$ cat config.mk
export PLATFORM = sky130hd
export DESIGN_NAME = stepper_rail_homing_positioner_core_flat
export DESIGN_NICKNAME = d
export VERILOG_FILES = /design/src/design/srhp_pkg.sv /design/src/design/srhp_if.sv /design/src/design/stepper_rail_homing_positioner_core.sv /design/src/design/srhp_cfg.sv /design/src/design/srhp_step.sv /design/src/flat_wrapper.sv
export SDC_FILE = /design/constraint.sdc
export NUM_CORES = 1
export LEC_CHECK = 0
export BUFFER_PORTS_ARGS = -buffer_cell sky130_fd_sc_hd__buf_2
export CAP_MARGIN = 40
export CORE_ASPECT_RATIO = 1.75
export CORE_MARGIN = 4
export CORE_UTILIZATION = 50
export CTS_CLUSTER_DIAMETER = 60
export DETAILED_ROUTE_END_ITERATION = 10
export HOLD_SLACK_MARGIN = 0.05
export PLACE_DENSITY = 0.7
export SYNTH_ARGS = -nofsm -noshare
export SYNTH_HDL_FRONTEND = slang
export SYNTH_HIERARCHICAL = 1
export SYNTH_SLANG_ARGS = --single-unit
$ cat constraint.sdc
create_clock -name clk_i -period 3.1 [get_ports clk_i]
set_input_delay 0.62 -clock clk_i [delete_from_list [all_inputs] [get_ports clk_i]]
set_output_delay 0.62 -clock clk_i [all_outputs]
set_load 0.005 [all_outputs]
$ cat src/design/srhp_pkg.sv
// Shared types and constants for the stepper rail homing positioner.
// No dependencies; every other file uses this package.
`default_nettype none

package srhp_pkg;

  localparam int unsigned PosBitsDefault = 32;
  localparam int unsigned VelW = 24;
  localparam int unsigned SpdW = 23;
  localparam int unsigned CfgIdxW = 3;
  localparam logic [SpdW-1:0] BackoffSpeed = 23'd10000;

  typedef enum logic [3:0] {
    PH_SETUP       = 4'd0,
    PH_BACKOFF     = 4'd1,
    PH_ARM         = 4'd2,
    PH_SEEK        = 4'd3,
    PH_STOPPED     = 4'd4,
    PH_TO_RECEIVE  = 4'd5,
    PH_AT_RECEIVE  = 4'd6,
    PH_TO_SQUISH   = 4'd7,
    PH_AT_SQUISH   = 4'd8,
    PH_TO_CORE     = 4'd9,
    PH_AT_CORE     = 4'd10
  } phase_e;

  typedef enum logic [1:0] {
    ST_NONE    = 2'd0,
    ST_RECEIVE = 2'd1,
    ST_SQUISH  = 2'd2,
    ST_CORE    = 2'd3
  } station_e;

  typedef enum logic [CfgIdxW-1:0] {
    REG_RECEIVE_TARGET = 3'd0,
    REG_SQUISH_TARGET  = 3'd1,
    REG_CORE_TARGET    = 3'd2,
    REG_BACKOFF_STEPS  = 3'd3,
    REG_HOMING_SPEED   = 3'd4,
    REG_TRAVEL_SPEED   = 3'd5
  } cfg_reg_e;

  typedef struct packed {
    logic select_a;
    logic select_b;
    logic driver_ready;
    logic target_reached;
    logic speed_reached;
    logic stall_seen;
  } status_t;

  // Single-bit command flags of one result word.
  typedef struct packed {
    logic move_issue;
    logic velocity_issue;
    logic stall_arm_issue;
    logic stall_arm_value;
    logic zero_issue;
  } cmd_flags_t;

endpackage

`default_nettype wire

$ cat src/design/srhp_if.sv
// Valid/ready channel interfaces: input word, result word, register write.
// Depends on srhp_pkg for field widths.
`default_nettype none

interface srhp_in_if #(
  parameter int unsigned POS_BITS = srhp_pkg::PosBitsDefault
);
  logic                       valid;
  logic                       ready;
  logic                       select_a;
  logic                       select_b;
  logic                       driver_ready;
  logic                       target_reached;
  logic                       speed_reached;
  logic                       stall_seen;
  logic signed [POS_BITS-1:0] actual_position;

  modport source (output valid, select_a, select_b, driver_ready, target_reached,
                  speed_reached, stall_seen, actual_position, input ready);
  modport sink (input valid, select_a, select_b, driver_ready, target_reached,
                speed_reached, stall_seen, actual_position, output ready);
endinterface

interface srhp_out_if #(
  parameter int unsigned POS_BITS = srhp_pkg::PosBitsDefault
);
  logic                              valid;
  logic                              ready;
  logic [3:0]                        phase;
  logic                              move_issue;
  logic signed [POS_BITS-1:0]        move_target;
  logic [srhp_pkg::SpdW-1:0]         move_speed_limit;
  logic                              velocity_issue;
  logic signed [srhp_pkg::VelW-1:0]  velocity_value;
  logic                              stall_arm_issue;
  logic                              stall_arm_value;
  logic                              zero_issue;

  modport source (output valid, phase, move_issue, move_target, move_speed_limit,
                  velocity_issue, velocity_value, stall_arm_issue, stall_arm_value,
                  zero_issue, input ready);
  modport sink (input valid, phase, move_issue, move_target, move_speed_limit,
                velocity_issue, velocity_value, stall_arm_issue, stall_arm_value,
                zero_issue, output ready);
endinterface

interface srhp_cfg_if #(
  parameter int unsigned DATA_W = srhp_pkg::PosBitsDefault
);
  logic                          valid;
  logic                          ready;
  logic [srhp_pkg::CfgIdxW-1:0]  index;
  logic [DATA_W-1:0]             data;

  modport source (output valid, index, data, input ready);
  modport sink (input valid, index, data, output ready);
endinterface

`default_nettype wire

$ cat src/design/stepper_rail_homing_positioner_core.sv
// Stepper rail homing positioner: input register, sequencer, result register.
// Depends on srhp_pkg, srhp_if, srhp_cfg and srhp_step.
//
// Usage: one status word per control tick enters on in_i (switches, driver
// flags, actual position); one result word per input leaves on out_o with the
// phase after the step and any move, velocity, stall-arm or zero command.
// Unissued command fields read zero. Registers are written on cfg_i (index
// 0..5: receive, squish, core targets, backoff offset, homing speed, travel
// speed); cfg_i is always ready, and writes are expected only while idle.
// Path: a word accepted on in_i is held in the input register, stepped by
// the combinational sequencer and written to the result register for out_o.
// Throughput: one word per cycle while out_o is ready. Reset clears the
// phase to setup, the station request to none and all configuration
// registers to zero. When out_o stalls, the result register holds and the
// input register can still take one word; in_i.ready drops only when both
// registers are full.
`default_nettype none

module stepper_rail_homing_positioner_core #(
  parameter int unsigned POS_BITS = srhp_pkg::PosBitsDefault,
  parameter int unsigned CFG_W    = (POS_BITS > srhp_pkg::VelW) ? POS_BITS : srhp_pkg::VelW
) (
  input  wire logic  clk_i,
  input  wire logic  rst_ni,
  srhp_in_if.sink    in_i,
  srhp_out_if.source out_o,
  srhp_cfg_if.sink   cfg_i
);
  import srhp_pkg::*;

  // Config
  logic signed [POS_BITS-1:0] receive_target, squish_target, core_target, backoff_steps;
  logic signed [VelW-1:0]     homing_speed;
  logic        [SpdW-1:0]     travel_speed;

  srhp_cfg #(.POS_BITS(POS_BITS), .DATA_W(CFG_W)) u_cfg (
    .clk_i                (clk_i),
    .rst_ni               (rst_ni),
    .cfg_i                (cfg_i),
    .receive_target_o     (receive_target),
    .squish_target_o      (squish_target),
    .core_target_o        (core_target),
    .home_backoff_steps_o (backoff_steps),
    .homing_speed_o       (homing_speed),
    .travel_speed_o       (travel_speed)
  );

  // Input register
  logic                       in_valid_q;
  status_t                    status_q;
  logic signed [POS_BITS-1:0] pos_q;
  logic                       out_valid_q;
  logic                       advance;
  logic                       step;

  assign advance    = !out_valid_q || out_o.ready;
  assign step       = in_valid_q && advance;
  assign in_i.ready = !in_valid_q || advance;

  always_ff @(posedge clk_i or negedge rst_ni) begin
    if (!rst_ni) begin
      in_valid_q <= 1'b0;
    end else if (in_i.ready) begin
      in_valid_q <= in_i.valid;
    end
  end

  always_ff @(posedge clk_i) begin
    if (in_i.valid && in_i.ready) begin
      status_q <= '{select_a:       in_i.select_a,
                    select_b:       in_i.select_b,
                    driver_ready:   in_i.driver_ready,
                    target_reached: in_i.target_reached,
                    speed_reached:  in_i.speed_reached,
                    stall_seen:     in_i.stall_seen};
      pos_q    <= in_i.actual_position;
    end
  end

  // Sequencer state
  phase_e   phase_q, phase_d;
  station_e station_q, station_d;
  cmd_flags_t                 flags_d;
  logic signed [POS_BITS-1:0] move_target_d;
  logic        [SpdW-1:0]     move_speed_d;
  logic signed [VelW-1:0]     velocity_d;

  srhp_step #(.POS_BITS(POS_BITS)) u_step (
    .phase_i              (phase_q),
    .station_i            (station_q),
    .status_i             (status_q),
    .actual_position_i    (pos_q),
    .receive_target_i     (receive_target),
    .squish_target_i      (squish_target),
    .core_target_i        (core_target),
    .home_backoff_steps_i (backoff_steps),
    .homing_speed_i       (homing_speed),
    .travel_speed_i       (travel_speed),
    .phase_o              (phase_d),
    .station_o            (station_d),
    .flags_o              (flags_d),
    .move_target_o        (move_target_d),
    .move_speed_limit_o   (move_speed_d),
    .velocity_value_o     (velocity_d)
  );

  always_ff @(posedge clk_i or negedge rst_ni) begin
    if (!rst_ni) begin
      phase_q   <= PH_SETUP;
      station_q <= ST_NONE;
    end else if (step) begin
      phase_q   <= phase_d;
      station_q <= station_d;
    end
  end

  // Result register
  phase_e                     out_phase_q;
  cmd_flags_t                 out_flags_q;
  logic signed [POS_BITS-1:0] out_target_q;
  logic        [SpdW-1:0]     out_speed_q;
  logic signed [VelW-1:0]     out_velocity_q;

  always_ff @(posedge clk_i or negedge rst_ni) begin
    if (!rst_ni) begin
      out_valid_q <= 1'b0;
    end else if (advance) begin
      out_valid_q <= in_valid_q;
    end
  end

  always_ff @(posedge clk_i) begin
    if (step) begin
      out_phase_q    <= phase_d;
      out_flags_q    <= flags_d;
      out_target_q   <= move_target_d;
      out_speed_q    <= move_speed_d;
      out_velocity_q <= velocity_d;
    end
  end

  assign out_o.valid            = out_valid_q;
  assign out_o.phase            = out_phase_q;
  assign out_o.move_issue       = out_flags_q.move_issue;
  assign out_o.move_target      = out_target_q;
  assign out_o.move_speed_limit = out_speed_q;
  assign out_o.velocity_issue   = out_flags_q.velocity_issue;
  assign out_o.velocity_value   = out_velocity_q;
  assign out_o.stall_arm_issue  = out_flags_q.stall_arm_issue;
  assign out_o.stall_arm_value  = out_flags_q.stall_arm_value;
  assign out_o.zero_issue       = out_flags_q.zero_issue;

  // Assertions
  a_result_tracks_state: assert property (@(posedge clk_i) disable iff (!rst_ni)
    $past(step) |-> out_phase_q == phase_q)
    else $error("result phase differs from state register");

  a_zero_only_when_stopped: assert property (@(posedge clk_i) disable iff (!rst_ni)
    out_valid_q && out_flags_q.zero_issue |-> out_phase_q == PH_STOPPED)
    else $error("zero command outside homing stop");

  a_unissued_move_clear: assert property (@(posedge clk_i) disable iff (!rst_ni)
    out_valid_q && !out_flags_q.move_issue |-> out_target_q == '0 && out_speed_q == '0)
    else $error("move fields set without a move command");

  a_full_blocks_input: assert property (@(posedge clk_i) disable iff (!rst_ni)
    in_valid_q && out_valid_q && !out_o.ready |-> !in_i.ready)
    else $error("input accepted with both registers full");

endmodule

`default_nettype wire

$ cat src/design/srhp_cfg.sv
// Configuration register file: station targets, backoff offset and speeds.
// Depends on srhp_pkg and the srhp_cfg_if interface.
`default_nettype none

module srhp_cfg #(
  parameter int unsigned POS_BITS = srhp_pkg::PosBitsDefault,
  parameter int unsigned DATA_W   = (POS_BITS > srhp_pkg::VelW) ? POS_BITS : srhp_pkg::VelW
) (
  input  wire logic                              clk_i,
  input  wire logic                              rst_ni,
  srhp_cfg_if.sink                               cfg_i,
  output logic signed [POS_BITS-1:0]             receive_target_o,
  output logic signed [POS_BITS-1:0]             squish_target_o,
  output logic signed [POS_BITS-1:0]             core_target_o,
  output logic signed [POS_BITS-1:0]             home_backoff_steps_o,
  output logic signed [srhp_pkg::VelW-1:0]       homing_speed_o,
  output logic        [srhp_pkg::SpdW-1:0]       travel_speed_o
);
  import srhp_pkg::*;

  logic signed [POS_BITS-1:0] receive_q, squish_q, core_q, backoff_q;
  logic signed [VelW-1:0]     homing_q;
  logic        [SpdW-1:0]     travel_q;
  logic                       wr;

  assign cfg_i.ready = 1'b1;
  assign wr = cfg_i.valid;

  always_ff @(posedge clk_i or negedge rst_ni) begin
    if (!rst_ni) begin
      receive_q <= '0;
      squish_q  <= '0;
      core_q    <= '0;
      backoff_q <= '0;
      homing_q  <= '0;
      travel_q  <= '0;
    end else if (wr) begin
      case (cfg_i.index)
        REG_RECEIVE_TARGET: receive_q <= cfg_i.data[POS_BITS-1:0];
        REG_SQUISH_TARGET:  squish_q  <= cfg_i.data[POS_BITS-1:0];
        REG_CORE_TARGET:    core_q    <= cfg_i.data[POS_BITS-1:0];
        REG_BACKOFF_STEPS:  backoff_q <= cfg_i.data[POS_BITS-1:0];
        REG_HOMING_SPEED:   homing_q  <= cfg_i.data[VelW-1:0];
        REG_TRAVEL_SPEED:   travel_q  <= cfg_i.data[SpdW-1:0];
        default: ;  // drop writes beyond the register list
      endcase
    end
  end

  assign receive_target_o     = receive_q;
  assign squish_target_o      = squish_q;
  assign core_target_o        = core_q;
  assign home_backoff_steps_o = backoff_q;
  assign homing_speed_o       = homing_q;
  assign travel_speed_o       = travel_q;

endmodule

`default_nettype wire

$ cat src/design/srhp_step.sv
// Combinational phase sequencer: next phase, station request and motor commands.
// Depends on srhp_pkg.
`default_nettype none

module srhp_step #(
  parameter int unsigned POS_BITS = srhp_pkg::PosBitsDefault
) (
  input  wire srhp_pkg::phase_e              phase_i,
  input  wire srhp_pkg::station_e            station_i,
  input  wire srhp_pkg::status_t             status_i,
  input  wire logic signed [POS_BITS-1:0]    actual_position_i,
  input  wire logic signed [POS_BITS-1:0]    receive_target_i,
  input  wire logic signed [POS_BITS-1:0]    squish_target_i,
  input  wire logic signed [POS_BITS-1:0]    core_target_i,
  input  wire logic signed [POS_BITS-1:0]    home_backoff_steps_i,
  input  wire logic signed [srhp_pkg::VelW-1:0] homing_speed_i,
  input  wire logic        [srhp_pkg::SpdW-1:0] travel_speed_i,
  output srhp_pkg::phase_e                   phase_o,
  output srhp_pkg::station_e                 station_o,
  output srhp_pkg::cmd_flags_t               flags_o,
  output logic signed [POS_BITS-1:0]         move_target_o,
  output logic        [srhp_pkg::SpdW-1:0]   move_speed_limit_o,
  output logic signed [srhp_pkg::VelW-1:0]   velocity_value_o
);
  import srhp_pkg::*;

  station_e                req;
  station_e                cur;
  logic                    moving;
  logic                    go_station;
  logic signed [POS_BITS-1:0] station_target;
  phase_e                  station_phase;

  // Decode switches; both high keeps the last request.
  always_comb begin
    case ({status_i.select_a, status_i.select_b})
      2'b10:   req = ST_RECEIVE;
      2'b00:   req = ST_SQUISH;
      2'b01:   req = ST_CORE;
      default: req = station_i;
    endcase
  end

  always_comb begin
    case (req)
      ST_RECEIVE: begin
        station_target = receive_target_i;
        station_phase  = PH_TO_RECEIVE;
      end
      ST_SQUISH: begin
        station_target = squish_target_i;
        station_phase  = PH_TO_SQUISH;
      end
      default: begin
        station_target = core_target_i;
        station_phase  = PH_TO_CORE;
      end
    endcase
  end

  always_comb begin
    cur    = ST_NONE;
    moving = 1'b0;
    case (phase_i)
      PH_TO_RECEIVE: begin cur = ST_RECEIVE; moving = 1'b1; end
      PH_AT_RECEIVE: cur = ST_RECEIVE;
      PH_TO_SQUISH:  begin cur = ST_SQUISH; moving = 1'b1; end
      PH_AT_SQUISH:  cur = ST_SQUISH;
      PH_TO_CORE:    begin cur = ST_CORE; moving = 1'b1; end
      PH_AT_CORE:    cur = ST_CORE;
      default: ;
    endcase
  end

  always_comb begin
    phase_o            = phase_i;
    flags_o            = '0;
    move_target_o      = '0;
    move_speed_limit_o = '0;
    velocity_value_o   = '0;
    go_station         = 1'b0;
    case (phase_i)
      PH_SETUP: begin
        if (status_i.driver_ready) begin
          flags_o.move_issue = 1'b1;
          move_target_o      = actual_position_i + home_backoff_steps_i;
          move_speed_limit_o = BackoffSpeed;
          phase_o            = PH_BACKOFF;
        end
      end
      PH_BACKOFF: begin
        if (status_i.target_reached) begin
          flags_o.velocity_issue = 1'b1;
          velocity_value_o       = homing_speed_i;
          phase_o                = PH_ARM;
        end
      end
      PH_ARM: begin
        if (status_i.speed_reached) begin
          flags_o.stall_arm_issue = 1'b1;
          flags_o.stall_arm_value = 1'b1;
          phase_o                 = PH_SEEK;
        end
      end
      PH_SEEK: begin
        // Stall at home: stop, disarm, zero the counter.
        if (status_i.stall_seen) begin
          flags_o.velocity_issue  = 1'b1;
          flags_o.stall_arm_issue = 1'b1;
          flags_o.zero_issue      = 1'b1;
          phase_o                 = PH_STOPPED;
        end
      end
      PH_STOPPED: go_station = (req != ST_NONE);
      PH_TO_RECEIVE, PH_TO_SQUISH, PH_TO_CORE,
      PH_AT_RECEIVE, PH_AT_SQUISH, PH_AT_CORE: begin
        // Arrival wins over a new request.
        if (moving && status_i.target_reached) begin
          phase_o = phase_e'(phase_i + 4'd1);
        end else begin
          go_station = (req != ST_NONE) && (req != cur);
        end
      end
      default: ;  // unused codes hold and issue nothing
    endcase
    if (go_station) begin
      flags_o.move_issue = 1'b1;
      move_target_o      = station_target;
      move_speed_limit_o = travel_speed_i;
      phase_o            = station_phase;
    end
  end

  assign station_o = req;

endmodule

`default_nettype wire
$ cat src/flat_wrapper.sv
// flat-port wrapper written by rule: the top's interface ports become plain ports
module stepper_rail_homing_positioner_core_flat import srhp_pkg::*;
#(
  parameter int unsigned POS_BITS = srhp_pkg::PosBitsDefault,
  parameter int unsigned CFG_W    = (POS_BITS > srhp_pkg::VelW) ? POS_BITS : srhp_pkg::VelW
)
  (clk_i, rst_ni, in_i_valid, in_i_select_a, in_i_select_b, in_i_driver_ready, in_i_target_reached, in_i_speed_reached, in_i_stall_seen, in_i_actual_position, in_i_ready, out_o_valid, out_o_phase, out_o_move_issue, out_o_move_target, out_o_move_speed_limit, out_o_velocity_issue, out_o_velocity_value, out_o_stall_arm_issue, out_o_stall_arm_value, out_o_zero_issue, out_o_ready, cfg_i_valid, cfg_i_index, cfg_i_data, cfg_i_ready);
  srhp_in_if #(.POS_BITS(POS_BITS)) in_i_i ();
  srhp_out_if #(.POS_BITS(POS_BITS)) out_o_i ();
  srhp_cfg_if cfg_i_i ();
  input  wire logic clk_i;
  input  wire logic rst_ni;
  input wire logic [$bits(in_i_i.valid)-1:0] in_i_valid;
  input wire logic [$bits(in_i_i.select_a)-1:0] in_i_select_a;
  input wire logic [$bits(in_i_i.select_b)-1:0] in_i_select_b;
  input wire logic [$bits(in_i_i.driver_ready)-1:0] in_i_driver_ready;
  input wire logic [$bits(in_i_i.target_reached)-1:0] in_i_target_reached;
  input wire logic [$bits(in_i_i.speed_reached)-1:0] in_i_speed_reached;
  input wire logic [$bits(in_i_i.stall_seen)-1:0] in_i_stall_seen;
  input wire logic [$bits(in_i_i.actual_position)-1:0] in_i_actual_position;
  output wire logic [$bits(in_i_i.ready)-1:0] in_i_ready;
  output wire logic [$bits(out_o_i.valid)-1:0] out_o_valid;
  output wire logic [$bits(out_o_i.phase)-1:0] out_o_phase;
  output wire logic [$bits(out_o_i.move_issue)-1:0] out_o_move_issue;
  output wire logic [$bits(out_o_i.move_target)-1:0] out_o_move_target;
  output wire logic [$bits(out_o_i.move_speed_limit)-1:0] out_o_move_speed_limit;
  output wire logic [$bits(out_o_i.velocity_issue)-1:0] out_o_velocity_issue;
  output wire logic [$bits(out_o_i.velocity_value)-1:0] out_o_velocity_value;
  output wire logic [$bits(out_o_i.stall_arm_issue)-1:0] out_o_stall_arm_issue;
  output wire logic [$bits(out_o_i.stall_arm_value)-1:0] out_o_stall_arm_value;
  output wire logic [$bits(out_o_i.zero_issue)-1:0] out_o_zero_issue;
  input wire logic [$bits(out_o_i.ready)-1:0] out_o_ready;
  input wire logic [$bits(cfg_i_i.valid)-1:0] cfg_i_valid;
  input wire logic [$bits(cfg_i_i.index)-1:0] cfg_i_index;
  input wire logic [$bits(cfg_i_i.data)-1:0] cfg_i_data;
  output wire logic [$bits(cfg_i_i.ready)-1:0] cfg_i_ready;
  assign in_i_i.valid = in_i_valid;
  assign in_i_i.select_a = in_i_select_a;
  assign in_i_i.select_b = in_i_select_b;
  assign in_i_i.driver_ready = in_i_driver_ready;
  assign in_i_i.target_reached = in_i_target_reached;
  assign in_i_i.speed_reached = in_i_speed_reached;
  assign in_i_i.stall_seen = in_i_stall_seen;
  assign in_i_i.actual_position = in_i_actual_position;
  assign in_i_ready = in_i_i.ready;
  assign out_o_valid = out_o_i.valid;
  assign out_o_phase = out_o_i.phase;
  assign out_o_move_issue = out_o_i.move_issue;
  assign out_o_move_target = out_o_i.move_target;
  assign out_o_move_speed_limit = out_o_i.move_speed_limit;
  assign out_o_velocity_issue = out_o_i.velocity_issue;
  assign out_o_velocity_value = out_o_i.velocity_value;
  assign out_o_stall_arm_issue = out_o_i.stall_arm_issue;
  assign out_o_stall_arm_value = out_o_i.stall_arm_value;
  assign out_o_zero_issue = out_o_i.zero_issue;
  assign out_o_i.ready = out_o_ready;
  assign cfg_i_i.valid = cfg_i_valid;
  assign cfg_i_i.index = cfg_i_index;
  assign cfg_i_i.data = cfg_i_data;
  assign cfg_i_ready = cfg_i_i.ready;
  stepper_rail_homing_positioner_core #(.POS_BITS(POS_BITS), .CFG_W(CFG_W)) u_core (.clk_i(clk_i), .rst_ni(rst_ni), .in_i(in_i_i), .out_o(out_o_i), .cfg_i(cfg_i_i));
endmodule
==> results_dict.tcl, run 1 <==
set metrics [dict create \
    hold_path_depth 1 \
    slew_viol_final 0 \
    min_period_over_period 0.936 \
    netlist_top_cells_area "dfrtp_1 32%, edfxtp_1 27%, mux2_2 13%, ha_1 3.7%, and2_1 1.9%" \
    critPathMaxFanout 29 \
    io_pins 169 \
    cts.clk_slew.worst_paths_ps 70 \
    final.fill_count 2305 \
    cp-start-kind "flip-flop" \
    finalNonFillerCells 1649 \
    r2r_cells 10 \
    cp_top_family "compound AO/OA/AOI/OAI gates" \
    rows 81 \
    dp_slack_ps 242 \
    rsz0062_at_grt "false" \
    clockRootBuffer "clkbuf_16" \
    synth_top_cell_by_area "dfrtp_1" \
    critPathMaxStageDelay_ps 490 \
    initial_utilization 0.508 \
    cts_sinks 309 \
    grt_pass1_wl_um 54600 \
    ys.warnings.count 6 \
    p_clk_frac 0.266 \
    antenna_cells 0 \
    switchingPower_uw 4040 \
    drcViolationCount 0 \
    tightest_slew_ps 898 \
    drtIter0Drc 598 \
    p_int_uw 8720 \
    wl_per_cell_um 21.2 \
    grt_usage 0.224 \
    die_h_um 231 \
    hold_viol_final 0 \
    hold_class "in2reg" \
    synth_seq_area_share 0.586 \
    synth_area_per_cell_um2 13.1 \
    grt.overflow.total 0 \
    vdd.ir_drop.worst_mv 0.481 \
    grt_use_met3 0.0258 \
    max_freq_mhz 344 \
    antenna_found_initial 0 \
    critPathCaptureType "flip-flop" \
    relSlewSlack 0.401 \
    p_leak_uw 0.00700 \
    die-area_um2 31400 \
    crit_arrival_ps 3200 \
    multi_input_area_um2 5530 \
    cts_resized 0 \
    ant_nets 0 \
    cp.depth 10 \
    top_usage_layer "met2" \
    setup_slack_ps 197 \
    ys.flop_type "dfrtp_1" \
    numCtsBuffers 28 \
    crit_slowest_cell "dfrtp_1" \
    io_buffers 167 \
    p_comb_frac 0.296 \
    synth_cell_types 79 \
    nets 1375 \
    final.setup.tns_ps 0 \
    mostFrequentLayoutCell "dfrtp_1" \
    via_count 9430 \
    via_per_inst 5.72 \
    clock_tree.buffer_depth 3 \
    status "finished, final reports clean" \
    yosysTopAreaCellShare 0.321 \
    period_minus_slack_ps 2900 \
    gp_congestion 0.884 \
    finalSetupViolCount 0 \
    path_buf_inv 2 \
    drt_wl_total_um 35000 \
    regArea_um2 8360 \
    layout_common_cells "183 x dfrtp_1, 168 x mux2_2, 166 x buf_2" \
    fin_worst_skew_ps 9.31 \
    drive_gt1_frac 0.342 \
    grt_max_degree 86 \
    placed_cells 1596 \
    core_um2 28100 \
    ys_ff_latch 309 \
    place_hpwl_um 24000 \
    max_cap_viol_count 0 \
    cts_tree "built" \
    crit_type "reg2reg" \
    synth-edff-count 126 \
    syn-num-nets 1211 \
    use_met1 0.260 \
    syn_to_final_growth_pct 15.7 \
    netlist_area_um2 14300 \
    grtUsageMet2 0.417 \
    async_flop_share 0.592 \
    pwr-share-seq 0.438 \
    cp_data_required_time_ps 3390 \
    h-tree-depth 1 \
    grt_pass1_vias 9826 \
    clock_latency_ps 550 \
    netlist_instances 1090 \
    power.density_nw_per_um2 773 \
    die_width_um 136 \
    swShare 0.317 \
    firstDrtPassIters 5 \
    crit_chain "inv_1, ha_1, nor3_1, a2bb2oi_1, xnor2_1, o211ai_2, a21o_1, buf_4, a211oi_1, or3b_1" \
]
==> sequential cells by signal, summed over array words and instances (netlist names), 4 cells and up <==
| register | flops |
|---|---|
| u_core/u_cfg/core_target_o | 32 |
| u_core/phase_q | 4 |
| u_core/u_cfg/home_backoff_steps_o | 32 |
| u_core/pos_q | 32 |
| u_core/out_o.move_target | 32 |
| u_core/u_cfg/homing_speed_o | 24 |
| u_core/out_o.velocity_value | 24 |
| u_core/u_cfg/squish_target_o | 32 |
| u_core/status_q | 6 |
| u_core/out_o.phase | 4 |
| u_core/u_cfg/receive_target_o | 32 |
| u_core/out_o.move_speed_limit | 23 |
| u_core/u_cfg/travel_speed_o | 23 |
==> cells by family after synthesis <==
kind of cell,after synthesis,synth area share
AOI/OAI and AO/OA,222,0.101
xor gates and xnor gates,24,0.0147
adders and majority gates,43,0.0382
buffers and inverters,83,0.0294
DFF,309,0.586
muxes,183,0.146
other,1,0.000263
and+or+nand+nor,225,0.0843
==> layer usage <==
layer	up-vias	share of wire
met4	0	0.036
met3	74	0.046
li1	4357	-
met2	248	0.54
met5	-	0
met1	4751	0.37
==> synthesized netlist by cell type (11+ instances only) <==
master / n
ha_1: 42
nand2_1: 68
nand4_1: 18
mux2_2: 168
nor2_1: 32
inv_1: 17
edfxtp_1: 126
o21ai_0: 53
nand3_1: 14
a21oi_1: 47
clkbuf_1: 36
a22oi_1: 34
buf_2: 12
xnor2_1: 11
dfrtp_1: 183
xor2_1: 13
and2_1: 44
o22ai_1: 25
==> worst reg2reg max path: cells and delay by family, from the launching register on <==
family / cells / cell delay, ps
AOI/OAI and AO/OA: 4 / 670
xor gates and xnor gates: 1 / 90
adders and majority gates: 1 / 240
buffers and inverters: 2 / 480
DFF: 1 / 490
and+or+nand+nor: 2 / 660
==> power groups by stage <==
stage / logic [uW] / registers [uW] / clock network [uW]
finish: 3770 / 5590 / 3400
global route: 4130 / 5690 / 3670
CTS: 3760 / 5600 / 3490
detailed placement: 3740 / 5680 / 0
global placement: 3690 / 5650 / 0
floorplan: 2470 / 5580 / 0
==> path summary, 6_finish.rpt <==
path / endpoint / start / slack, ps
min reg2reg: u_core/u_cfg/receive_target_o[25] / u_core/u_cfg/receive_target_o[25] / 490
min in group asynchronous: u_core/u_cfg/homing_speed_o[1] / rst_ni / 530
max reg2reg: u_core/out_o.move_target[29] / u_core/phase_q[0] / 200
max: u_core/out_o.move_target[29] / u_core/phase_q[0] / 200
min: u_core/pos_q[5] / in_i_actual_position[5] / 240
max in group asynchronous: u_core/u_cfg/core_target_o[8] / rst_ni / 1740
==> area by class of cell <==
type / instances / share of cell area
clock buffer: 39 / 0.0481
clock inverter: 13 / 0.00644
timing repair buffer: 200 / 0.0722
multi-input combinational: 698 / 0.335
tap: 373 / 0.0283
inverter: 17 / 0.00401
sequential: 309 / 0.506
==> stage by stage <==
step	utilization	hold slack, ps	area [um^2]	total power [uW]
floorplan	-	324	14300	8050
global placement	0.556	468	15600	9340
CTS	0.588	215	16500	12900
detailed placement	0.556	480	15600	9420
finish	0.588	238	16500	12800
global route	0.588	219	16500	13500
==> repair_timing <==
action | in CTS | in global routing
hold buffers | 1 | 0
endpoints found under the hold margin | 35 | 0
setup endpoints to repair | 0 | 0
setup buffers | 0 | 0
(Power assumes the default switching activity.)
==> inputs of run 2 (changes only) <==
- CORE_ASPECT_RATIO: 1.75 -> default
- CORE_UTILIZATION: 50 -> 59
- PLACE_DENSITY: 0.7 -> 0.81
==> results_dict.tcl, run 2 (synthesis results as in run 1) <==
set metrics [dict create \
    status "finished, final reports clean" \
    io_buffers 167 \
    gp_congestion 0.906 \
    grt.overflow.total 0 \
    crit_type "reg2reg" \
    drtIter0Drc 823 \
    clock_tree.buffer_depth 3 \
    numCtsBuffers 31 \
    relSlewSlack 0.423 \
    dp_slack_ps 240 \
    cts.clk_slew.worst_paths_ps 60 \
    hold_buffers 0 \
    mostFrequentLayoutCell "dfrtp_1" \
    drt_wl_total_um 33100 \
    cts_sinks 309 \
    setup_slack_ps 232 \
    clockRootBuffer "clkbuf_16" \
    fin_worst_skew_ps 13.3 \
    critPathMaxStageDelay_ps 410 \
    critPathCaptureType "flip-flop" \
    die-area_um2 26700 \
    rows 56 \
    tightest_slew_ps 866 \
    crit_arrival_ps 3160 \
    slew_viol_final 0 \
    hold_viol_final 0 \
    die_width_um 164 \
    firstDrtPassIters 5 \
    wl_per_cell_um 20.8 \
    initial_utilization 0.604 \
    via_count 9579 \
    cp_data_required_time_ps 3390 \
    grt_max_degree 89 \
    antenna_cells 0 \
    p_leak_uw 0.00700 \
    nets 1371 \
    h-tree-depth 1 \
    via_per_inst 6.01 \
    cp-start-kind "flip-flop" \
    fin_util 0.697 \
    finalNonFillerCells 1594 \
    layout_common_cells "183 x dfrtp_1, 168 x mux2_2, 166 x buf_2" \
    hold_class "in2async" \
    place_hpwl_um 22300 \
    syn_to_final_growth_pct 15.3 \
    grt_pass1_wl_um 52100 \
    clock_latency_ps 560 \
    grt_pass1_vias 9442 \
    max_freq_mhz 349 \
    critPathMaxFanout 3 \
    io_pins 169 \
    power_uw 12900 \
    period_minus_slack_ps 2870 \
    die_h_um 164 \
    drcViolationCount 0 \
    cts_tree "built" \
    rsz0062_at_grt "false" \
    drive_gt1_frac 0.340 \
    antenna_found_initial 1 \
    power.density_nw_per_um2 787 \
    min_period_over_period 0.925 \
    vdd.ir_drop.worst_mv 0.503 \
    crit_slowest_cell "fa_1" \
    crit_chain "ha_1, inv_1, fa_1, nor2b_1, o2111ai_1, a211oi_1, o21ai_0, a211oi_1, o22ai_1, a211o_1" \
    worst_path_most_repeated_cell "a211oi_1" \
    finalSetupViolCount 0 \
    max_cap_viol_count 0 \
    final.setup.tns_ps 0 \
    core_um2 23600 \
    placed_cells 1536 \
    path_buf_inv 1 \
    grt_usage 0.247 \
    cp_top_family "compound AO/OA/AOI/OAI gates" \
    ant_nets 0 \
]
==> run 2: cell count changes in the layout (fill, tap and decap cells not counted), moves of 2 or more <==
cell / change
buf_12: -3
buf_4: -3
bufinv_16: +2
clkbuf_1: +2
clkinv_1: +2
==> run 2: cell type report <==
class	instances	area (um^2)
Sequential cell	309	8360
Fill cell	1665	7160
Inverter	17	66.3
Multi-Input combinational cell	698	5530
Tap cell	319	399
Clock inverter	15	154
Timing Repair Buffer	193	1100
Clock buffer	43	841
==> run 2: power by group <==
part | internal [uW] | switching [uW] | leakage (uW) | total [uW]
clock | 2140 | 1520 | 0.000483 | 3660
sequential | 5200 | 410 | 0.00344 | 5610
combinational | 1600 | 2080 | 0.00308 | 3680
==> run 2: path summary, 6_finish.rpt <==
| path | from | endpoint | slack, ps | depth (start not counted) |
|---|---|---|---|---|
| setup reg to reg | u_core/u_cfg/home_backoff_steps_o[0] | u_core/out_o.move_target[24] | 230 | 10 |
| hold reg to reg | u_core/u_cfg/homing_speed_o[16] | u_core/u_cfg/homing_speed_o[16] | 500 | 1 |
| setup / recovery | u_core/u_cfg/home_backoff_steps_o[0] | u_core/out_o.move_target[24] | 230 | 10 |
| min in group clk_i | in_i_actual_position[21] | u_core/pos_q[21] | 240 | 1 |
| hold / removal | rst_ni | u_core/u_cfg/travel_speed_o[1] | 30 | 1 |
| max in group asynchronous | rst_ni | u_core/u_cfg/homing_speed_o[9] | 2320 | 2 |
==> run 2: layer usage <==
metal / GRT usage / wire length [um]
met2: 0.402 / 16000
met4: 0.0656 / 813
met5: 0 / 0
met1: 0.355 / 14200
met3: 0.0341 / 2130
==> run 2: per-stage QoR <==
stage / hold WS (ps) / cell area (um^2)
finish: 34.0 / 16500
global route: 86.9 / 16500
CTS: 65.6 / 16400
detailed placement: 483 / 15500
global placement: 469 / 15500
floorplan: 324 / 14300
==> run 2: repair_timing <==
item                       CTS  global route
buffers inserted             0             0
setup endpoints to repair    0             1
gates resized for setup      0             1
==> run 2: worst reg2reg max path: stages, from the launching register on <==
cell	delay, ps
dfrtp_1	340
ha_1	160
inv_1	50
fa_1	410
nor2b_1	170
o2111ai_1	160
a211oi_1	330
o21ai_0	240
a211oi_1	380
o22ai_1	120
a211o_1	250
==> inputs of run 3 (changes only) <==
- CELL_PAD_IN_SITES_DETAIL_PLACEMENT: default -> 0
- CELL_PAD_IN_SITES_GLOBAL_PLACEMENT: default -> 1
- CORE_UTILIZATION: 59 -> 48
- PLACE_DENSITY: 0.81 -> default
- PLACE_DENSITY_LB_ADDON: default -> 0.1
- REMOVE_ABC_BUFFERS: default -> 1
==> results_dict.tcl, run 3 (synthesis results as in run 1) <==
set metrics [dict create \
    status "finished, final reports clean" \
    drcViolationCount 0 \
    grt_pass1_wl_um 54500 \
    mostFrequentLayoutCell "dfrtp_1" \
    grt.overflow.total 0 \
    grt_max_degree 63 \
    crit_arrival_ps 3240 \
    cts_tree "built" \
    post_cts_buffers 0 \
    rows 62 \
    min_period_over_period 0.919 \
    vdd.ir_drop.worst_mv 0.430 \
    crit_type "reg2reg" \
    clock_tree.buffer_depth 3 \
    fin_worst_skew_ps 10.8 \
    numCtsBuffers 35 \
    antenna_cells 0 \
    tightest_slew_ps 680 \
    finalNonFillerCells 1669 \
    die-area_um2 32600 \
    gp_congestion 0.858 \
    die_h_um 180 \
    layout_common_cells "183 x dfrtp_1, 168 x mux2_2, 166 x buf_2" \
    critPathCaptureType "flip-flop" \
    die_width_um 180 \
    nets 1380 \
    cp-start-kind "flip-flop" \
    final.fill_count 2465 \
    cp_data_required_time_ps 3490 \
    max_cap_viol_count 0 \
    power.density_nw_per_um2 797 \
    clockRootBuffer "clkbuf_16" \
    relSlewSlack 0.547 \
    initial_utilization 0.492 \
    critPathMaxFanout 7 \
    power_uw 13300 \
    hold_class "in2async" \
    wl_per_cell_um 20.6 \
    placed_cells 1606 \
    place_hpwl_um 23000 \
    via_per_inst 5.59 \
    drtIter0Drc 633 \
    core_um2 29000 \
    hold_viol_final 0 \
    cts_sinks 309 \
    io_buffers 167 \
    firstDrtPassIters 5 \
    slew_viol_final 0 \
    ant_nets 0 \
    timing.hold.ws_ps 120 \
    grt_use_met3 0.0404 \
    top_usage_layer "met2" \
    h-tree-depth 2 \
    p_leak_uw 0.00710 \
    grt_pass1_vias 9482 \
    io_pins 169 \
    syn_to_final_growth_pct 17.3 \
    clock_latency_ps 500 \
    fin_util 0.577 \
    via_count 9329 \
    antenna_found_initial 3 \
    final.setup.tns_ps 0 \
    max_freq_mhz 351 \
    finalSetupViolCount 0 \
    cts.clk_slew.worst_paths_ps 60 \
    rsz0062_at_grt "false" \
    grtUsageMet2 0.343 \
    grt_usage 0.209 \
    drt_wl_total_um 34400 \
    drive_gt1_frac 0.348 \
    period_minus_slack_ps 2850 \
    use_met1 0.295 \
]
-- run 3: metal layers --
| metal | wire length, um | vias up |
|---|---|---|
| li1 | - | 4380 |
| met1 | 15800 | 4688 |
| met2 | 16500 | 219 |
| met3 | 1670 | 38 |
| met4 | 486 | 4 |
| met5 | 20 | - |
-- run 3: report_power, final --
part	internal [uW]	switching, uW	total, uW
registers	5200	388	5590
clock network	2450	1590	4050
logic	1610	2090	3700
-- run 3: critical path: stages (launching register included) --
cell and delay (ps):
dfrtp_1 460, inv_1 100, ha_1 280, nor3_1 290, a2bb2oi_1 210, xnor2_1 100
o211ai_2 220, a21o_1 160, nand2_1 80, or4_1 550, mux2_4 290
-- run 3: path summary, 6_finish.rpt --
path | start | end | slack, ps | depth (start not counted)
min in group clk_i | in_i_select_b | u_core/status_q[4] | 290 | 1
max in group asynchronous | rst_ni | u_core/u_cfg/squish_target_o[7] | 2230 | 2
worst max register to register | u_core/phase_q[1] | u_core/phase_q[0] | 250 | 10
worst max-delay path | u_core/phase_q[1] | u_core/phase_q[0] | 250 | 10
worst min-delay path | rst_ni | u_core/in_valid_q | 120 | 1
worst min register to register | u_core/u_cfg/squish_target_o[1] | u_core/u_cfg/squish_target_o[1] | 490 | 1
-- run 3: repair_timing --
item | in CTS | in global routing
gates resized for setup | 0 | 2
hold buffers | 0 | 0
endpoints found under the setup margin | 0 | 1
-- run 3: area by class of cell --
class	instances	area, um^2	area share
clock buffers	51	1020	0.0608
well taps	384	480	0.0287
inverters	17	66.3	0.00396
repair buffers	198	1150	0.0688
clock inverters	12	115	0.00688
multi-input cells	698	5540	0.331
flip-flops and latches	309	8360	0.500
-- run 3: metrics by stage --
stage | area [um^2] | setup slack [ps]
detailed placement | 15600 | 161
finish | 16700 | 251
floorplan | 13900 | -1290
global placement | 15600 | 231
CTS | 16700 | 106
global route | 16700 | 69.3
